[src/hdl/sld_pkg.sv]
// Shared types and constants for the sync/length/checksum deframer.
// No dependencies; used by the channel interfaces and the top level.
`default_nettype none

package sld_pkg;

   localparam int unsigned BYTE_W = 8;
   localparam int unsigned CSR_INDEX_W = 1;

   typedef logic [BYTE_W-1:0] byte_type;

   typedef enum logic [CSR_INDEX_W-1:0] {
      CSR_SYNC_VALUE      = 1'b0,
      CSR_MAX_PAYLOAD_LEN = 1'b1
   } csr_index_type;

   typedef enum logic {
      KIND_PAYLOAD = 1'b0,
      KIND_END     = 1'b1
   } kind_type;

   localparam byte_type SYNC_VALUE_RESET      = 8'd170;
   localparam byte_type MAX_PAYLOAD_LEN_RESET = 8'd169;

endpackage

`default_nettype wire

[src/hdl/sld_req_if.sv]
// Input channel: one received byte per transfer, valid/ready handshake.
// Depends on sld_pkg.
`default_nettype none

interface sld_req_if;

   logic              valid;
   logic              ready;
   sld_pkg::byte_type rx_byte;

   modport source (output valid, output rx_byte, input ready);
   modport sink   (input valid, input rx_byte, output ready);

endinterface

`default_nettype wire

[src/hdl/sld_rsp_if.sv]
// Result channel: payload bytes and end-of-packet verdicts, valid/ready handshake.
// Depends on sld_pkg.
`default_nettype none

interface sld_rsp_if;

   logic              valid;
   logic              ready;
   sld_pkg::kind_type kind;
   sld_pkg::byte_type data;
   sld_pkg::byte_type byte_index;
   logic              checksum_ok;

   modport source (output valid, output kind, output data, output byte_index,
                   output checksum_ok, input ready);
   modport sink   (input valid, input kind, input data, input byte_index,
                   input checksum_ok, output ready);

endinterface

`default_nettype wire

[src/hdl/sync_length_checksum_deframer_unit.sv]
// Deframer for packets of the form sync, sync, length, payload, checksum.
// Uses sld_pkg, sld_req_if and sld_rsp_if.
//
// Every received byte passes through an input register and then frame
// tracking; payload and checksum bytes go on into the result register, and
// one byte is taken per cycle while the result side keeps up; a stalled
// result holds both stages. Each payload byte comes out with its
// index; the byte after the payload yields an end-of-packet result carrying
// the received checksum and whether it equals the inverted 8-bit payload sum.
// Lengths above max_payload_len drop the frame and hunting restarts.
`default_nettype none

module sync_length_checksum_deframer_unit (
   input  wire                        clock,
   input  wire                        reset,
   sld_req_if.sink                    req_chan,
   sld_rsp_if.source                  rsp_chan,
   input  wire                        csr_we,
   input  wire sld_pkg::csr_index_type csr_index,
   input  wire sld_pkg::byte_type     csr_wdata
);

   typedef enum logic [2:0] {
      PH_HUNT1 = 3'd0,
      PH_HUNT2 = 3'd1,
      PH_LEN   = 3'd2,
      PH_DATA  = 3'd3,
      PH_CSUM  = 3'd4
   } phase_type;

   phase_type         phase_ff, phase_in;
   sld_pkg::byte_type sync_value_ff, sync_value_in;
   sld_pkg::byte_type max_len_ff, max_len_in;
   sld_pkg::byte_type remaining_ff, remaining_in;
   sld_pkg::byte_type position_ff, position_in;
   sld_pkg::byte_type sum_ff, sum_in;

   logic              in_valid_ff, in_valid_in;
   sld_pkg::byte_type in_byte_ff, in_byte_in;

   logic              out_valid_ff, out_valid_in;
   sld_pkg::kind_type out_kind_ff, out_kind_in;
   sld_pkg::byte_type out_data_ff, out_data_in;
   sld_pkg::byte_type out_index_ff, out_index_in;
   logic              out_ok_ff, out_ok_in;

   logic              advance;
   logic              consume;
   logic              csum_match;

   assign advance    = !out_valid_ff || rsp_chan.ready;
   assign consume    = in_valid_ff && advance;
   assign csum_match = (~sum_ff) == in_byte_ff;

   assign req_chan.ready       = !in_valid_ff || advance;
   assign rsp_chan.valid       = out_valid_ff;
   assign rsp_chan.kind        = out_kind_ff;
   assign rsp_chan.data        = out_data_ff;
   assign rsp_chan.byte_index  = out_index_ff;
   assign rsp_chan.checksum_ok = out_ok_ff;

   always_comb begin
      sync_value_in = sync_value_ff;
      max_len_in    = max_len_ff;
      if (csr_we) begin
         case (csr_index)
            sld_pkg::CSR_SYNC_VALUE:      sync_value_in = csr_wdata;
            sld_pkg::CSR_MAX_PAYLOAD_LEN: max_len_in    = csr_wdata;
            default: ;
         endcase
      end
   end

   always_comb begin
      in_valid_in = in_valid_ff;
      in_byte_in  = in_byte_ff;
      if (req_chan.ready) begin
         in_valid_in = req_chan.valid;
         if (req_chan.valid) begin
            in_byte_in = req_chan.rx_byte;
         end
      end
   end

   always_comb begin
      phase_in     = phase_ff;
      remaining_in = remaining_ff;
      position_in  = position_ff;
      sum_in       = sum_ff;
      out_valid_in = out_valid_ff;
      out_kind_in  = out_kind_ff;
      out_data_in  = out_data_ff;
      out_index_in = out_index_ff;
      out_ok_in    = out_ok_ff;
      if (advance) begin
         out_valid_in = 1'b0;
      end
      if (consume) begin
         case (phase_ff)
            PH_HUNT2: begin
               phase_in = (in_byte_ff == sync_value_ff) ? PH_LEN : PH_HUNT1;
            end
            PH_LEN: begin
               if (in_byte_ff != sync_value_ff) begin
                  if (in_byte_ff > max_len_ff) begin
                     phase_in = PH_HUNT1;
                  end else begin
                     remaining_in = in_byte_ff;
                     position_in  = '0;
                     sum_in       = '0;
                     phase_in     = (in_byte_ff == '0) ? PH_CSUM : PH_DATA;
                  end
               end
            end
            PH_DATA: begin
               out_valid_in = 1'b1;
               out_kind_in  = sld_pkg::KIND_PAYLOAD;
               out_data_in  = in_byte_ff;
               out_index_in = position_ff;
               out_ok_in    = 1'b0;
               sum_in       = sum_ff + in_byte_ff;
               position_in  = position_ff + 8'd1;
               remaining_in = remaining_ff - 8'd1;
               if (remaining_ff == 8'd1) begin
                  phase_in = PH_CSUM;
               end
            end
            PH_CSUM: begin
               out_valid_in = 1'b1;
               out_kind_in  = sld_pkg::KIND_END;
               out_data_in  = in_byte_ff;
               out_index_in = '0;
               out_ok_in    = csum_match;
               if (csum_match) begin
                  phase_in = PH_HUNT1;
               end else begin
                  phase_in = (in_byte_ff == sync_value_ff) ? PH_HUNT2 : PH_HUNT1;
               end
            end
            default: begin
               phase_in = (in_byte_ff == sync_value_ff) ? PH_HUNT2 : PH_HUNT1;
            end
         endcase
      end
   end

   always_ff @(posedge clock) begin
      if (reset) begin
         phase_ff      <= PH_HUNT1;
         sync_value_ff <= sld_pkg::SYNC_VALUE_RESET;
         max_len_ff    <= sld_pkg::MAX_PAYLOAD_LEN_RESET;
         in_valid_ff   <= 1'b0;
         out_valid_ff  <= 1'b0;
      end else begin
         phase_ff      <= phase_in;
         sync_value_ff <= sync_value_in;
         max_len_ff    <= max_len_in;
         in_valid_ff   <= in_valid_in;
         out_valid_ff  <= out_valid_in;
      end
      remaining_ff <= remaining_in;
      position_ff  <= position_in;
      sum_ff       <= sum_in;
      in_byte_ff   <= in_byte_in;
      out_kind_ff  <= out_kind_in;
      out_data_ff  <= out_data_in;
      out_index_ff <= out_index_in;
      out_ok_ff    <= out_ok_in;
   end

   a_reset_hunts: assert property (@(posedge clock)
      reset |=> (phase_ff == PH_HUNT1 && !in_valid_ff && !out_valid_ff))
      else $error("phase or valid not cleared by reset");

   a_data_has_remaining: assert property (@(posedge clock) disable iff (reset)
      (phase_ff == PH_DATA) |-> (remaining_ff != '0))
      else $error("payload phase with nothing remaining");

   a_payload_emits: assert property (@(posedge clock) disable iff (reset)
      (consume && (phase_ff == PH_DATA || phase_ff == PH_CSUM)) |=> out_valid_ff)
      else $error("payload or checksum byte produced no result");

   a_end_fields: assert property (@(posedge clock) disable iff (reset)
      (out_valid_ff && out_kind_ff == sld_pkg::KIND_END) |-> (out_index_ff == '0))
      else $error("end-of-packet result with nonzero index");

   a_payload_not_ok: assert property (@(posedge clock) disable iff (reset)
      (out_valid_ff && out_kind_ff == sld_pkg::KIND_PAYLOAD) |-> !out_ok_ff)
      else $error("payload result flagged checksum_ok");

endmodule

`default_nettype wire
[src/flat_wrapper.sv]
// flat-port wrapper written by rule: the top's interface ports become plain ports
module sync_length_checksum_deframer_unit_flat 
  (clock, reset, csr_we, csr_index, csr_wdata, req_chan_valid, req_chan_rx_byte, req_chan_ready, rsp_chan_valid, rsp_chan_kind, rsp_chan_data, rsp_chan_byte_index, rsp_chan_checksum_ok, rsp_chan_ready);
  sld_req_if req_chan_i ();
  sld_rsp_if rsp_chan_i ();
  input  wire clock;
  input  wire reset;
  input  wire csr_we;
  input  wire sld_pkg::csr_index_type csr_index;
  input  wire sld_pkg::byte_type csr_wdata;
  input wire logic [$bits(req_chan_i.valid)-1:0] req_chan_valid;
  input wire logic [$bits(req_chan_i.rx_byte)-1:0] req_chan_rx_byte;
  output wire logic [$bits(req_chan_i.ready)-1:0] req_chan_ready;
  output wire logic [$bits(rsp_chan_i.valid)-1:0] rsp_chan_valid;
  output wire logic [$bits(rsp_chan_i.kind)-1:0] rsp_chan_kind;
  output wire logic [$bits(rsp_chan_i.data)-1:0] rsp_chan_data;
  output wire logic [$bits(rsp_chan_i.byte_index)-1:0] rsp_chan_byte_index;
  output wire logic [$bits(rsp_chan_i.checksum_ok)-1:0] rsp_chan_checksum_ok;
  input wire logic [$bits(rsp_chan_i.ready)-1:0] rsp_chan_ready;
  assign req_chan_i.valid = req_chan_valid;
  assign req_chan_i.rx_byte = req_chan_rx_byte;
  assign req_chan_ready = req_chan_i.ready;
  assign rsp_chan_valid = rsp_chan_i.valid;
  assign rsp_chan_kind = rsp_chan_i.kind;
  assign rsp_chan_data = rsp_chan_i.data;
  assign rsp_chan_byte_index = rsp_chan_i.byte_index;
  assign rsp_chan_checksum_ok = rsp_chan_i.checksum_ok;
  assign rsp_chan_i.ready = rsp_chan_ready;
  sync_length_checksum_deframer_unit u_core (.clock(clock), .reset(reset), .req_chan(req_chan_i), .rsp_chan(rsp_chan_i), .csr_we(csr_we), .csr_index(csr_index), .csr_wdata(csr_wdata));
endmodule
[config.mk]
export PLATFORM = sky130hd
export DESIGN_NAME = sync_length_checksum_deframer_unit_flat
export DESIGN_NICKNAME = d
export VERILOG_FILES = /design/src/hdl/sld_pkg.sv /design/src/hdl/sld_req_if.sv /design/src/hdl/sld_rsp_if.sv /design/src/hdl/sync_length_checksum_deframer_unit.sv /design/src/flat_wrapper.sv
export SDC_FILE = /design/constraint.sdc
export NUM_CORES = 1
export LEC_CHECK = 0
export BUFFER_PORTS_ARGS = -buffer_cell sky130_fd_sc_hd__buf_2
export CAP_MARGIN = 10
export CORE_MARGIN = 2
export CORE_UTILIZATION = 62
export DETAILED_ROUTE_END_ITERATION = 10
export MAX_ROUTING_LAYER = met4
export PLACE_DENSITY_LB_ADDON = 0.15
export SYNTH_ARGS = -nofsm -noshare
export SYNTH_HDL_FRONTEND = slang
export SYNTH_SLANG_ARGS = --single-unit
[constraint.sdc]
create_clock -name clock -period 8.6 [get_ports clock]
set_clock_uncertainty 0.15 [all_clocks]
set_input_delay 1.72 -clock clock [delete_from_list [all_inputs] [get_ports clock]]
set_output_delay 1.72 -clock clock [all_outputs]
set_load 0.05 [all_outputs]
==> impl_summary.log, run 1 <==
INFO  metric antenna_left = 0
INFO  metric power.static_leakage = approximately 1.5 nW
INFO  metric ctsLongestPathBuffers = 2
INFO  metric remaining_global_route_overflow = 0
INFO  metric grt_pass1_vias = 2319
INFO  metric grt_use_total = a little under a quarter
INFO  metric post_cts.repair.setup_buffers = 0
INFO  metric syn-num-nets = about 360
INFO  metric layout.cells.most_common_list = sky130_fd_sc_hd__edfxtp_1 (50), sky130_fd_sc_hd__buf_2 (41), sky130_fd_sc_hd__nor2_1 (25), sky130_fd_sc_hd__dfxtp_1 (21), sky130_fd_sc_hd__inv_1 (19)
INFO  metric clkSlewWorstSetupHoldPaths = roughly 0.07 ns
INFO  metric dp.cells = 417
INFO  metric clock_tree.root_cell = sky130_fd_sc_hd__clkbuf_8
INFO  metric yosys_warnings = 0
INFO  metric max-slew-margin-rel = a little over a third
INFO  metric synth-edff-count = 50
INFO  metric detailedRoute.firstIterationViolations = 175
INFO  metric post_cts_resize_count = 0
INFO  metric die_height = 79.1 um
INFO  metric maxClockFrequency = 244 MHz
INFO  metric met3_usage = 3.07%
INFO  metric final_min_period_over_clock_period = 47.6%
INFO  metric dpl.hpwl = 4720 um
INFO  metric rsz0062_at_grt = no
INFO  metric finalWorstPathRequiredPeriod = 4.09 ns
INFO  metric powerDensity = roughly 170 nW/um2
INFO  metric multi_input_comb_area = ~1500 um2
INFO  metric floorplan_die_width = 79.1 um
INFO  metric number_of_antenna_violations_at_the_first_check_in_global_routing = 0
INFO  metric max_slew.worst_pin.slew = 0.949 ns
INFO  metric viasPerCell = 5.57
INFO  metric wire_per_inst = 15.3 um
INFO  metric initial_utilization = 63.9%
INFO  metric floorplan.core_area = 5470 um2
INFO  metric critPathLaunchType = primary input
INFO  metric area_growth = 12.6%
INFO  metric cts_max_level = 3
INFO  metric postSynthAreaPerCell = 11.1 um2
INFO  metric drt_pass_1_iters = 4
INFO  metric globalRoute.busiestLayer = met2
INFO  metric layout_commonest_cell = sky130_fd_sc_hd__edfxtp_1
INFO  metric worstPathArrival = between 2 and 2.5 ns
INFO  metric worst_ir_drop_vdd = between 0.0001 and 0.00015 V
INFO  metric synth_flop_cell = sky130_fd_sc_hd__edfxtp_1
INFO  metric critical_path_class = in -> out
INFO  metric n_fill_cell = between 400 and 500
INFO  metric status = complete, no violations
INFO  metric cp.required = 6.73 ns
INFO  metric setup_viol = 0
INFO  metric synth-async-reset-ratio = 0%
INFO  metric layout.area.seq = 1920 um2
INFO  metric layoutNonFillerInstCount = 433
INFO  metric path_max_fanout = 3
INFO  metric port_buffers = 41
INFO  metric grt_pass1_wl = 10800 um
INFO  metric clock_tree_from_tritoncts = done
INFO  metric route.final.wire_length = 6610 um
INFO  metric clock-sinks = 71
INFO  metric min_path_type = reg -> reg
INFO  metric clk-insertion-delay-late = 0.34 ns
INFO  metric vias = 2410
INFO  metric synthesis.area = 3500 um2
INFO  metric final_net_count = 397
INFO  metric io-pin-count = 42
INFO  metric design.die.area = 6260 um2
INFO  metric maxCapViolCount = 0
INFO  metric final_max_slew_viol_count = 0
INFO  metric yosys_register_bits = 71
INFO  metric netlist_instances = around 310
INFO  metric worstSetupEndpointType = primary output
INFO  metric yosysUniqueCellTypes = 46
INFO  metric grt_start_max_net_pins = 26
INFO  metric synth.yosys.seq_area_share = 55.0%
INFO  metric drive_gt1_share = 16.3%
INFO  metric antenna_cells = 0
INFO  metric use_met2 = a little under two fifths
INFO  metric route.detailed.drc = 0
INFO  metric groute.layer.met1.usage = 29.9%
INFO  metric cts.hold.buffers_added = 0
INFO  metric fin_worst_hold_slack = 0.307 ns
INFO  metric fp-row-count = 27
INFO  metric finalHoldViolCount = 0
INFO  metric cts-buffers-inserted = 9
INFO  metric setup_total_negative_slack = 0 ns
INFO  metric finalWeightedCongestion = ~0.9
[report_power, final]
part           internal [mW]  switching, mW
combinational         0.0238         0.0292
sequential             0.373        0.00916
clock                  0.130          0.115
[per-layer routing]
metal	vias to the layer above	wire [um]
li1	1223	-
met1	1130	2910
met2	48	3350
met3	9	239
met4	0	116
met5	-	0
[per-stage QoR]
| step | setup WS [ns] | instance area, um2 | utilization [%] | power [mW] |
|---|---|---|---|---|
| 2_1_floorplan | 4.53 | 3500 | - | 0.426 |
| 3_3_place_gp | 4.52 | 3760 | 68.7 | 0.441 |
| 3_5_place_dp | 4.51 | 3760 | 68.7 | 0.443 |
| 4_1_cts | 4.51 | 3940 | 71.9 | 0.684 |
| 5_1_grt | 4.48 | 3940 | 71.9 | 0.703 |
| 6_report | 4.51 | 3940 | 71.9 | 0.680 |
[layout make-up]
type | instances | area share (%)
sequential | 71 | 48.8
multi-input combinational | 214 | 37.3
tap | 72 | 2.29
clock inverter | 6 | 1.30
clock buffer | 10 | 3.24
timing repair buffer | 41 | 5.21
inverter | 19 | 1.81
[sequential cells by signal (all words and copies together) (netlist names)]
name and flops:
u_core.rsp_chan.kind 1, u_core.remaining_ff 8, u_core.position_ff 8, u_core.rsp_chan.valid 1
u_core.in_byte_ff 8, u_core.sync_value_ff 8, u_core.rsp_chan.data 8, u_core.in_valid_ff 1
u_core.rsp_chan.checksum_ok 1, u_core.sum_ff 8, u_core.max_len_ff 8, u_core.rsp_chan.byte_index 8
u_core.phase_ff 3
[synth_stat cells (2+ instances only)]
master	n	share of area, %
sky130_fd_sc_hd__clkbuf_1	9	0.97
sky130_fd_sc_hd__and2_1	11	2.0
sky130_fd_sc_hd__a21boi_0	2	0.43
sky130_fd_sc_hd__ha_1	18	6.4
sky130_fd_sc_hd__nand3b_1	2	0.43
sky130_fd_sc_hd__a211o_1	8	2.0
sky130_fd_sc_hd__o21ai_0	9	1.3
sky130_fd_sc_hd__inv_1	19	2.0
sky130_fd_sc_hd__nor3b_1	3	0.64
sky130_fd_sc_hd__nand3_1	12	1.7
sky130_fd_sc_hd__nor2_1	25	2.7
sky130_fd_sc_hd__xor2_1	8	2.0
sky130_fd_sc_hd__nor4_1	4	0.72
sky130_fd_sc_hd__nor2b_1	10	1.8
sky130_fd_sc_hd__o211ai_1	2	0.43
sky130_fd_sc_hd__and3_1	10	1.8
sky130_fd_sc_hd__nand2_1	14	1.5
sky130_fd_sc_hd__edfxtp_1	50	43
sky130_fd_sc_hd__a21oi_1	18	2.6
sky130_fd_sc_hd__nand4_1	3	0.54
sky130_fd_sc_hd__mux2i_1	4	1.1
sky130_fd_sc_hd__nand2b_1	4	0.72
sky130_fd_sc_hd__or3_1	2	0.36
sky130_fd_sc_hd__dfxtp_1	21	12
sky130_fd_sc_hd__o211a_1	3	0.86
sky130_fd_sc_hd__a21o_1	2	0.43
sky130_fd_sc_hd__o21bai_1	2	0.43
sky130_fd_sc_hd__or2_2	2	0.36
sky130_fd_sc_hd__xnor2_1	15	3.8
sky130_fd_sc_hd__nor3_1	6	0.86
[worst max-delay path, cell delays in order]
cell and delay, ns:
sky130_fd_sc_hd__buf_2 0.10, sky130_fd_sc_hd__nand3b_1 0.17, sky130_fd_sc_hd__buf_2 0.23
[cells by family (layout without fill, tap and decap cells)]
logic type / after synthesis / in the layout / share of synthesized area (%)
flops: 71 / 71 / 55.0
simple gates: 114 / 114 / 17.7
compound gates: 54 / 54 / 10.3
mux: 4 / 4 / 1.14
buf+inv: 29 / 76 / 3.11
fa+ha+maj: 19 / 19 / 7.01
xor+xnor: 23 / 23 / 5.76
[worst paths after layout]
| check | depth (start not counted) | from | endpoint | slack (ns) |
|---|---|---|---|---|
| setup / recovery | 3 | rsp_chan_ready | req_chan_ready | 4.51 |
| hold / removal | 2 | u_core.max_len_ff[1]$_SDFFE_PP0P_ | u_core.max_len_ff[1]$_SDFFE_PP0P_ | 0.31 |
| hold reg to reg | 2 | u_core.max_len_ff[1]$_SDFFE_PP0P_ | u_core.max_len_ff[1]$_SDFFE_PP0P_ | 0.31 |
| setup reg to reg | 6 | u_core.in_byte_ff[7]$_DFFE_PP_ | u_core.remaining_ff[4]$_DFFE_PP_ | 5.70 |
No activity file was read; power rests on OpenSTA's default activity.
==> run 2: changes to the inputs <==
--- a/config.mk
+++ b/config.mk
@@ -8,7 +8,7 @@
 export BUFFER_PORTS_ARGS = -buffer_cell sky130_fd_sc_hd__buf_2
 export CAP_MARGIN = 10
 export CORE_MARGIN = 2
-export CORE_UTILIZATION = 62
+export CORE_UTILIZATION = 52
 export DETAILED_ROUTE_END_ITERATION = 10
 export MAX_ROUTING_LAYER = met4
 export PLACE_DENSITY_LB_ADDON = 0.15
==> constraint.sdc (replaced) <==
create_clock -name clock -period 3.7 [get_ports clock]
set_clock_uncertainty 0.15 [all_clocks]
set_input_delay 0.74 -clock clock [delete_from_list [all_inputs] [get_ports clock]]
set_output_delay 0.74 -clock clock [all_outputs]
set_load 0.05 [all_outputs]
==> impl_summary.log, run 2 (synthesis gave the netlist of run 1 again) <==
INFO  metric cts-buffers-inserted = 9
INFO  metric fp-row-count = 29
INFO  metric groute.layer.met1.usage = between 20% and 30%
INFO  metric grt_start_max_net_pins = 25
INFO  metric clk-insertion-delay-late = about 0.34 ns
INFO  metric critical_path_class = reg -> reg
INFO  metric max_slew.worst_pin.slew = roughly 0.97 ns
INFO  metric final_net_count = 401
INFO  metric finalWeightedCongestion = 0.834
INFO  metric dpl.hpwl = 4940 um
INFO  metric grt_use_total = approximately a fifth
INFO  metric clock_tree.root_cell = sky130_fd_sc_hd__clkbuf_8
INFO  metric worst_ir_drop_vdd = 0.000271 V
INFO  metric power.static_leakage = approximately 1.6 nW
INFO  metric area_growth = 14.9%
INFO  metric clock_tree_from_tritoncts = done
INFO  metric post_cts_resize_count = 0
INFO  metric final_max_slew_viol_count = 0
INFO  metric status = complete, no violations
INFO  metric path_max_fanout = 24
INFO  metric post_cts.repair.setup_buffers = 0
INFO  metric reg2reg_from = u_core.in_byte_ff[3]$_DFFE_PP_
INFO  metric finalWorstPathRequiredPeriod = 2.48 ns
INFO  metric route.detailed.drc = 0
INFO  metric met3_usage = 4.33%
INFO  metric grt_pass1_vias = 2314
INFO  metric finalHoldViolCount = 0
INFO  metric clkSlewWorstSetupHoldPaths = about 0.07 ns
INFO  metric grt_pass1_wl = about 11000 um
INFO  metric rsz0062_at_grt = no
INFO  metric antenna_left = 0
INFO  metric reg2reg_depth = 7
INFO  metric vias = 2398
INFO  metric fin_worst_hold_slack = 0.309 ns
INFO  metric globalRoute.busiestLayer = met2
INFO  metric cts.hold.buffers_added = 0
INFO  metric smallest_setup_slack_after_layout = 1.22 ns
INFO  metric floorplan_die_width = 86.0 um
INFO  metric maxCapViolCount = 0
INFO  metric worstPathArrival = 2.35 ns
INFO  metric floorplan.core_area = 6420 um2
INFO  metric min_path_type = reg -> reg
INFO  metric crit_path_max_incr_delay = 0.55 ns
INFO  metric setup_total_negative_slack = 0 ns
INFO  metric wire_per_inst = 15.6 um
INFO  metric max-slew-margin-rel = 35.4%
INFO  metric worstSetupEndpointType = flop
INFO  metric layout.cells.most_common_list = sky130_fd_sc_hd__edfxtp_1 (50), sky130_fd_sc_hd__buf_2 (41), sky130_fd_sc_hd__nor2_1 (25), sky130_fd_sc_hd__dfxtp_1 (21), sky130_fd_sc_hd__inv_1 (19)
INFO  metric layout.core_utilization = 62.6%
INFO  metric layout.area.seq = 1920 um2
INFO  metric r2r_end = u_core.sum_ff[7]$_SDFFCE_PP0P_
INFO  metric place_ws = 1.24 ns
INFO  metric placed_cell_area = 3790 um2
INFO  metric layout.cell_area.non_filler = around 4000 um2
INFO  metric die_height = 86.0 um
INFO  metric remaining_global_route_overflow = 0
INFO  metric worst_setup_path_start = u_core.in_byte_ff[3]$_DFFE_PP_
INFO  metric initial_utilization = 54.5%
INFO  metric setup_viol = 0
INFO  metric port_buffers = 41
INFO  metric drive_gt1_share = 18.1%
INFO  metric viasPerCell = approximately 5.4
INFO  metric crit_end = u_core.sum_ff[7]$_SDFFCE_PP0P_
INFO  metric drt_pass_1_iters = 4
INFO  metric powerDensity = around 420 nW/um2
INFO  metric cpMostUsedCell = sky130_fd_sc_hd__a21oi_1
INFO  metric ctsLongestPathBuffers = 2
INFO  metric cts_max_level = 3
INFO  metric use_met2 = 31.9%
INFO  metric n_fill_cell = 535
INFO  metric detailedRoute.firstIterationViolations = between 100 and 150
INFO  metric antenna_cells = 0
INFO  metric cpMaxStageDelayCell = sky130_fd_sc_hd__edfxtp_1
INFO  metric timing.critical_path.cells = ha_1 > a21o_1 > a21oi_1 > a21oi_1 > nor3_1 > o211a_1 > buf_4
INFO  metric number_of_antenna_violations_at_the_first_check_in_global_routing = 0
INFO  metric cp.required = 3.56 ns
INFO  metric clock-sinks = 71
INFO  metric io-pin-count = 42
INFO  metric r2r_setup_slack = 1.22 ns
INFO  metric critPathLaunchType = flop
INFO  metric design.die.area = 7400 um2
INFO  metric layout_commonest_cell = sky130_fd_sc_hd__edfxtp_1
INFO  metric final_min_period_over_clock_period = 67.2%
INFO  metric multi_input_comb_area = 1470 um2
INFO  metric maxClockFrequency = 402 MHz
INFO  metric route.final.wire_length = 6880 um
run 2: cell count changes in the layout (fill, tap and decap cells not counted):
cell | previous run | this run
sky130_fd_sc_hd__clkinv_1 | 3 | 0
sky130_fd_sc_hd__clkinv_4 | 0 | 4
sky130_fd_sc_hd__bufinv_16 | 1 | 2
sky130_fd_sc_hd__buf_4 | 0 | 4
sky130_fd_sc_hd__clkinv_2 | 2 | 0
run 2: cell type report:
class | instances | share of cell area (%)
Timing Repair Buffer | 45 | 5.85
Sequential cell | 71 | 47.8
Tap cell | 77 | 2.40
Clock inverter | 6 | 2.37
Inverter | 19 | 1.78
Multi-Input combinational cell | 214 | 36.6
Clock buffer | 10 | 3.18
run 2: critical path, delay by kind of cell (launching register included):
family,cells,cell delay [ns]
buffers and inverters,1,0.30
adder cells (fa/ha/maj),1,0.38
AO/OA/AOI/OAI,4,0.63
AND/OR/NAND/NOR,1,0.16
flip-flops,1,0.55
run 2: power breakdown:
part           leakage, nW  switching (mW)  internal (mW)
Sequential           0.615          0.0216          0.867
Clock                0.111           0.297          0.384
Combinational        0.859          0.0692         0.0561
Total                 1.59           0.388           1.31
run 2: metrics by stage:
step | std cells | total power, mW
after floorplan | 314 | 0.991
after global placement | 426 | 1.03
after detailed placement | 426 | 1.03
after CTS | 442 | 1.71
after global routing | 442 | 1.76
final | 442 | 1.69
run 2: worst min-delay path by stage:
stage / from / to / slack (ns) / cells past startpoint
2_1_floorplan: u_core.max_len_ff[3]$_SDFFE_PP1P_ / u_core.max_len_ff[3]$_SDFFE_PP1P_ / 0.29 / 1
5_1_grt: u_core.max_len_ff[4]$_SDFFE_PP0P_ / u_core.max_len_ff[4]$_SDFFE_PP0P_ / 0.34 / 2
3_3_place_gp: u_core.max_len_ff[5]$_SDFFE_PP1P_ / u_core.max_len_ff[5]$_SDFFE_PP1P_ / 0.29 / 1
4_1_cts: u_core.max_len_ff[1]$_SDFFE_PP0P_ / u_core.max_len_ff[1]$_SDFFE_PP0P_ / 0.31 / 2
3_5_place_dp: u_core.max_len_ff[1]$_SDFFE_PP0P_ / u_core.max_len_ff[1]$_SDFFE_PP0P_ / 0.30 / 2
6_report: u_core.max_len_ff[1]$_SDFFE_PP0P_ / u_core.max_len_ff[1]$_SDFFE_PP0P_ / 0.31 / 2
run 2: per-layer routing:
layer	share of wire, %	vias to the layer above
met4	0.83	0
met3	3.4	5
met1	47	1125
met2	48	45
li1	-	1223
met5	0	-
==> run 3: changes to the inputs <==
--- a/config.mk
+++ b/config.mk
@@ -5,6 +5,7 @@
 export SDC_FILE = /design/constraint.sdc
 export NUM_CORES = 1
 export LEC_CHECK = 0
+export ABC_AREA = 1
 export BUFFER_PORTS_ARGS = -buffer_cell sky130_fd_sc_hd__buf_2
 export CAP_MARGIN = 10
 export CORE_MARGIN = 2
==> constraint.sdc (replaced) <==
create_clock -name clock -period 2 [get_ports clock]
set_clock_uncertainty 0.15 [all_clocks]
set_input_delay 0.4 -clock clock [delete_from_list [all_inputs] [get_ports clock]]
set_output_delay 0.4 -clock clock [all_outputs]
set_load 0.05 [all_outputs]
==> impl_summary.log, run 3 <==
INFO  metric placed_cell_area = 3920 um2
INFO  metric yosys.area_share.adder = 7.02%
INFO  metric synth.yosys.seq_area_share = between 50% and 60%
INFO  metric cp.required = 1.95 ns
INFO  metric yosysTopAreaCell = sky130_fd_sc_hd__edfxtp_1
INFO  metric synth_compound_area_share = 9.27%
INFO  metric netlist_instances = 384
INFO  metric ctsLongestPathBuffers = 2
INFO  metric antenna_left = 0
INFO  metric globalRoute.busiestLayer = met2
INFO  metric max-slew-margin-rel = ~69%
INFO  metric detailedRoute.firstIterationViolations = 215
INFO  metric layout.cells.most_common_list = sky130_fd_sc_hd__nand2_1 (82), sky130_fd_sc_hd__inv_1 (52), sky130_fd_sc_hd__edfxtp_1 (50), sky130_fd_sc_hd__buf_2 (41), sky130_fd_sc_hd__nor2_1 (39)
INFO  metric synth-async-reset-ratio = 0%
INFO  metric post_synth_xor_xnor_area = 2.26%
INFO  metric route.detailed.drc = 0
INFO  metric yosys_register_bits = ~70
INFO  metric met3_usage = 4.23%
INFO  metric io-pin-count = 42
INFO  metric design.die.area = roughly 7400 um2
INFO  metric smallest_setup_slack_after_layout = -0.116 ns
INFO  metric groute.layer.met1.usage = 31.0%
INFO  metric place_ws = -0.0920 ns
INFO  metric worstSetupEndpointType = flop
INFO  metric grt_pass1_wl = roughly 13000 um
INFO  metric status = finished with violations
INFO  metric powerDensity = 764 nW/um2
INFO  metric grt_start_max_net_pins = 19
INFO  metric worstPathArrival = 2.06 ns
INFO  metric r2r_setup_slack = -0.12 ns
INFO  metric path_max_fanout = 3
INFO  metric clock-sinks = about 70
INFO  metric synth_top_cells_by_area = sky130_fd_sc_hd__edfxtp_1 (43%), sky130_fd_sc_hd__dfxtp_1 (12%), sky130_fd_sc_hd__nand2_1 (9.1%), sky130_fd_sc_hd__ha_1 (6.4%), sky130_fd_sc_hd__inv_1 (5.8%)
INFO  metric vias = 2845
INFO  metric final_net_count = 494
INFO  metric synthSimpleGateAreaFrac = 19.8%
INFO  metric grt_pass1_vias = 2737
INFO  metric synthesis.area = 3490 um2
INFO  metric failed_checks = setup timing
INFO  metric setup_viol = 25
INFO  metric port_buffers = 41
INFO  metric die_height = 86.0 um
INFO  metric postSynthAreaPerCell = about 9.1 um2
INFO  metric power.static_leakage = 1.98 nW
INFO  metric cpMaxStageDelayCell = sky130_fd_sc_hd__edfxtp_1
INFO  metric layout.cell_area.non_filler = between 4000 and 5000 um2
INFO  metric post-synth-top-area-fraction = 43.0%
INFO  metric yosys.cell_count.top_type = sky130_fd_sc_hd__nand2_1
INFO  metric cts_max_level = 3
INFO  metric max_slew.worst_pin.slew = roughly 0.46 ns
INFO  metric remaining_global_route_overflow = 0
INFO  metric worstPathBufferInverterCount = 2
INFO  metric drt_pass_1_iters = 5
INFO  metric finalHoldViolCount = 0
INFO  metric clock_tree.root_cell = sky130_fd_sc_hd__clkbuf_8
INFO  metric layout_commonest_cell = sky130_fd_sc_hd__nand2_1
INFO  metric crit_path_max_incr_delay = 0.40 ns
INFO  metric critPathLaunchType = flop
INFO  metric clkSlewWorstSetupHoldPaths = 0.08 ns
INFO  metric final_max_slew_viol_count = 0
INFO  metric syn-num-nets = 425
INFO  metric floorplan_die_width = 86.0 um
INFO  metric fp-row-count = 29
INFO  metric yosysUniqueCellTypes = 27
INFO  metric synth-edff-count = 50
INFO  metric finalWeightedCongestion = about 0.9
INFO  metric n_fill_cell = 505
INFO  metric finalWorstPathRequiredPeriod = 2.12 ns
INFO  metric synth_mux_area_share = 0%
INFO  metric use_met2 = 37.1%
INFO  metric dpl.hpwl = roughly 5500 um
INFO  metric synth_top_family_by_area = simple AND/OR/NAND/NOR gates
INFO  metric final_min_period_over_clock_period = 106%
INFO  metric timing.critical_path.cells = buf_4 > ha_2 > inv_1 > fa_2 > o21ai_2 > nand2_1 > nand2_1 > a21oi_1 > o21ai_1 > a21oi_1
INFO  metric maxCapViolCount = 0
INFO  metric synth_flop_cell = sky130_fd_sc_hd__edfxtp_1
INFO  metric clk-insertion-delay-late = 0.35 ns
INFO  metric min_path_type = in -> reg
INFO  metric maxClockFrequency = ~470 MHz
INFO  metric worst_ir_drop_vdd = between 0.0003 and 0.0004 V
INFO  metric cts.hold.buffers_added = 0
INFO  metric yosys_warnings = 0
INFO  metric path_delay_family = adder cells
INFO  metric initial_utilization = between 50 and 60%
INFO  metric drive_gt1_share = ~25%
INFO  metric area_growth = 25.9%
INFO  metric number_of_antenna_violations_at_the_first_check_in_global_routing = 0
INFO  metric leading_cell_types_by_count_after_synthesis = sky130_fd_sc_hd__nand2_1 (85), sky130_fd_sc_hd__inv_1 (54), sky130_fd_sc_hd__edfxtp_1 (50), sky130_fd_sc_hd__nor2_1 (40), sky130_fd_sc_hd__a21oi_1 (29)
INFO  metric critical_path_class = reg -> reg
INFO  metric layout.core_utilization = 68.5%
INFO  metric clock_tree_from_tritoncts = done
INFO  metric wire_per_inst = about 15 um
INFO  metric grt_use_total = around a quarter
INFO  metric cts-buffers-inserted = 9
INFO  metric floorplan.core_area = roughly 6400 um2
INFO  metric route.final.wire_length = 8030 um
INFO  metric rsz0062_at_grt = yes
INFO  metric antenna_cells = 0
INFO  metric viasPerCell = 5.32
[run 3: changes by cell type after synthesis, moves of 5 or more]
cell                       before  now
sky130_fd_sc_hd__nand2_1       14   85
sky130_fd_sc_hd__inv_1         19   54
sky130_fd_sc_hd__nor2_1        25   40
sky130_fd_sc_hd__o21ai_0        9   22
sky130_fd_sc_hd__a21oi_1       18   29
sky130_fd_sc_hd__and2_1        11    0
sky130_fd_sc_hd__and3_1        10    0
sky130_fd_sc_hd__nor2b_1       10    0
sky130_fd_sc_hd__xnor2_1       15    6
sky130_fd_sc_hd__a211o_1        8    0
sky130_fd_sc_hd__clkbuf_1       9    4
sky130_fd_sc_hd__nor2_2         0    5
sky130_fd_sc_hd__xor2_1         8    3
[run 3: cell families (layout without fill, tap and decap cells)]
group,after synthesis,in the layout
flops,71,71
fa+ha+maj,19,19
buf+inv,62,136
simple gates,163,163
compound gates,60,60
xor+xnor,9,9
[run 3: area by class of cell]
| cell class | instances | area (um2) | share of cell area, % |
|---|---|---|---|
| Clock buffer | 15 | 253 | 5.75 |
| Clock inverter | 1 | 6.26 | 0.142 |
| Inverter | 57 | 214 | 4.86 |
| Multi-Input combinational cell | 251 | 1510 | 34.4 |
| Sequential cell | 71 | 1920 | 43.7 |
| Tap cell | 77 | 96.3 | 2.19 |
| Timing Repair Buffer | 63 | 394 | 8.96 |
[run 3: final timing paths]
kind,start,to,cells past startpoint
setup / recovery,u_core.in_byte_ff[0]$_DFFE_PP_,u_core.sum_ff[6]$_SDFFCE_PP0P_,10
hold / removal,req_chan_rx_byte[4],u_core.in_byte_ff[4]$_DFFE_PP_,1
setup reg to reg,u_core.in_byte_ff[0]$_DFFE_PP_,u_core.sum_ff[6]$_SDFFCE_PP0P_,10
hold reg to reg,u_core.sync_value_ff[0]$_SDFFE_PP0P_,u_core.sync_value_ff[0]$_SDFFE_PP0P_,2
[run 3: worst reg2reg max path, stage by stage (launching register included)]
cell and delay [ns]:
sky130_fd_sc_hd__edfxtp_1 0.40, sky130_fd_sc_hd__buf_4 0.13, sky130_fd_sc_hd__ha_2 0.17, sky130_fd_sc_hd__inv_1 0.06
sky130_fd_sc_hd__fa_2 0.35, sky130_fd_sc_hd__o21ai_2 0.16, sky130_fd_sc_hd__nand2_1 0.10, sky130_fd_sc_hd__nand2_1 0.08
sky130_fd_sc_hd__a21oi_1 0.08, sky130_fd_sc_hd__o21ai_1 0.13, sky130_fd_sc_hd__a21oi_1 0.06
[run 3: what timing repair did]
| action | in CTS | in global routing |
|---|---|---|
| setup buffers | 6 | 5 |
| gates resized for setup | 11 | 21 |
| setup endpoints to repair | 26 | 30 |
| gates cloned | 1 | 0 |
| pin swaps | 5 | 10 |
[run 3: through the flow]
stage               cells  TNS [ns]  hold slack (ns)  power (mW)
floorplan             384     -9.48            0.283        1.82
global placement      511    -0.221            0.323        1.92
detailed placement    511     -2.04            0.319        1.93
CTS                   534     -1.32           0.0560        3.34
global route          535     -4.52           0.0620        3.48
finish                535     -1.63           0.0723        3.36
[run 3: report_power, final]
group          leakage (nW)  internal [mW]  switching (mW)  total (mW)
Combinational          1.20          0.152           0.200       0.352
Clock                 0.132          0.831           0.557        1.39
Sequential            0.656           1.60          0.0219        1.62
Total                  1.98           2.58           0.779        3.36
[run 3: per-layer routing]
layer	vias to the layer above	share of wire [%]
li1	1418	-
met1	1341	46
met2	73	48
met3	13	4.6
met4	0	2.0
met5	-	0
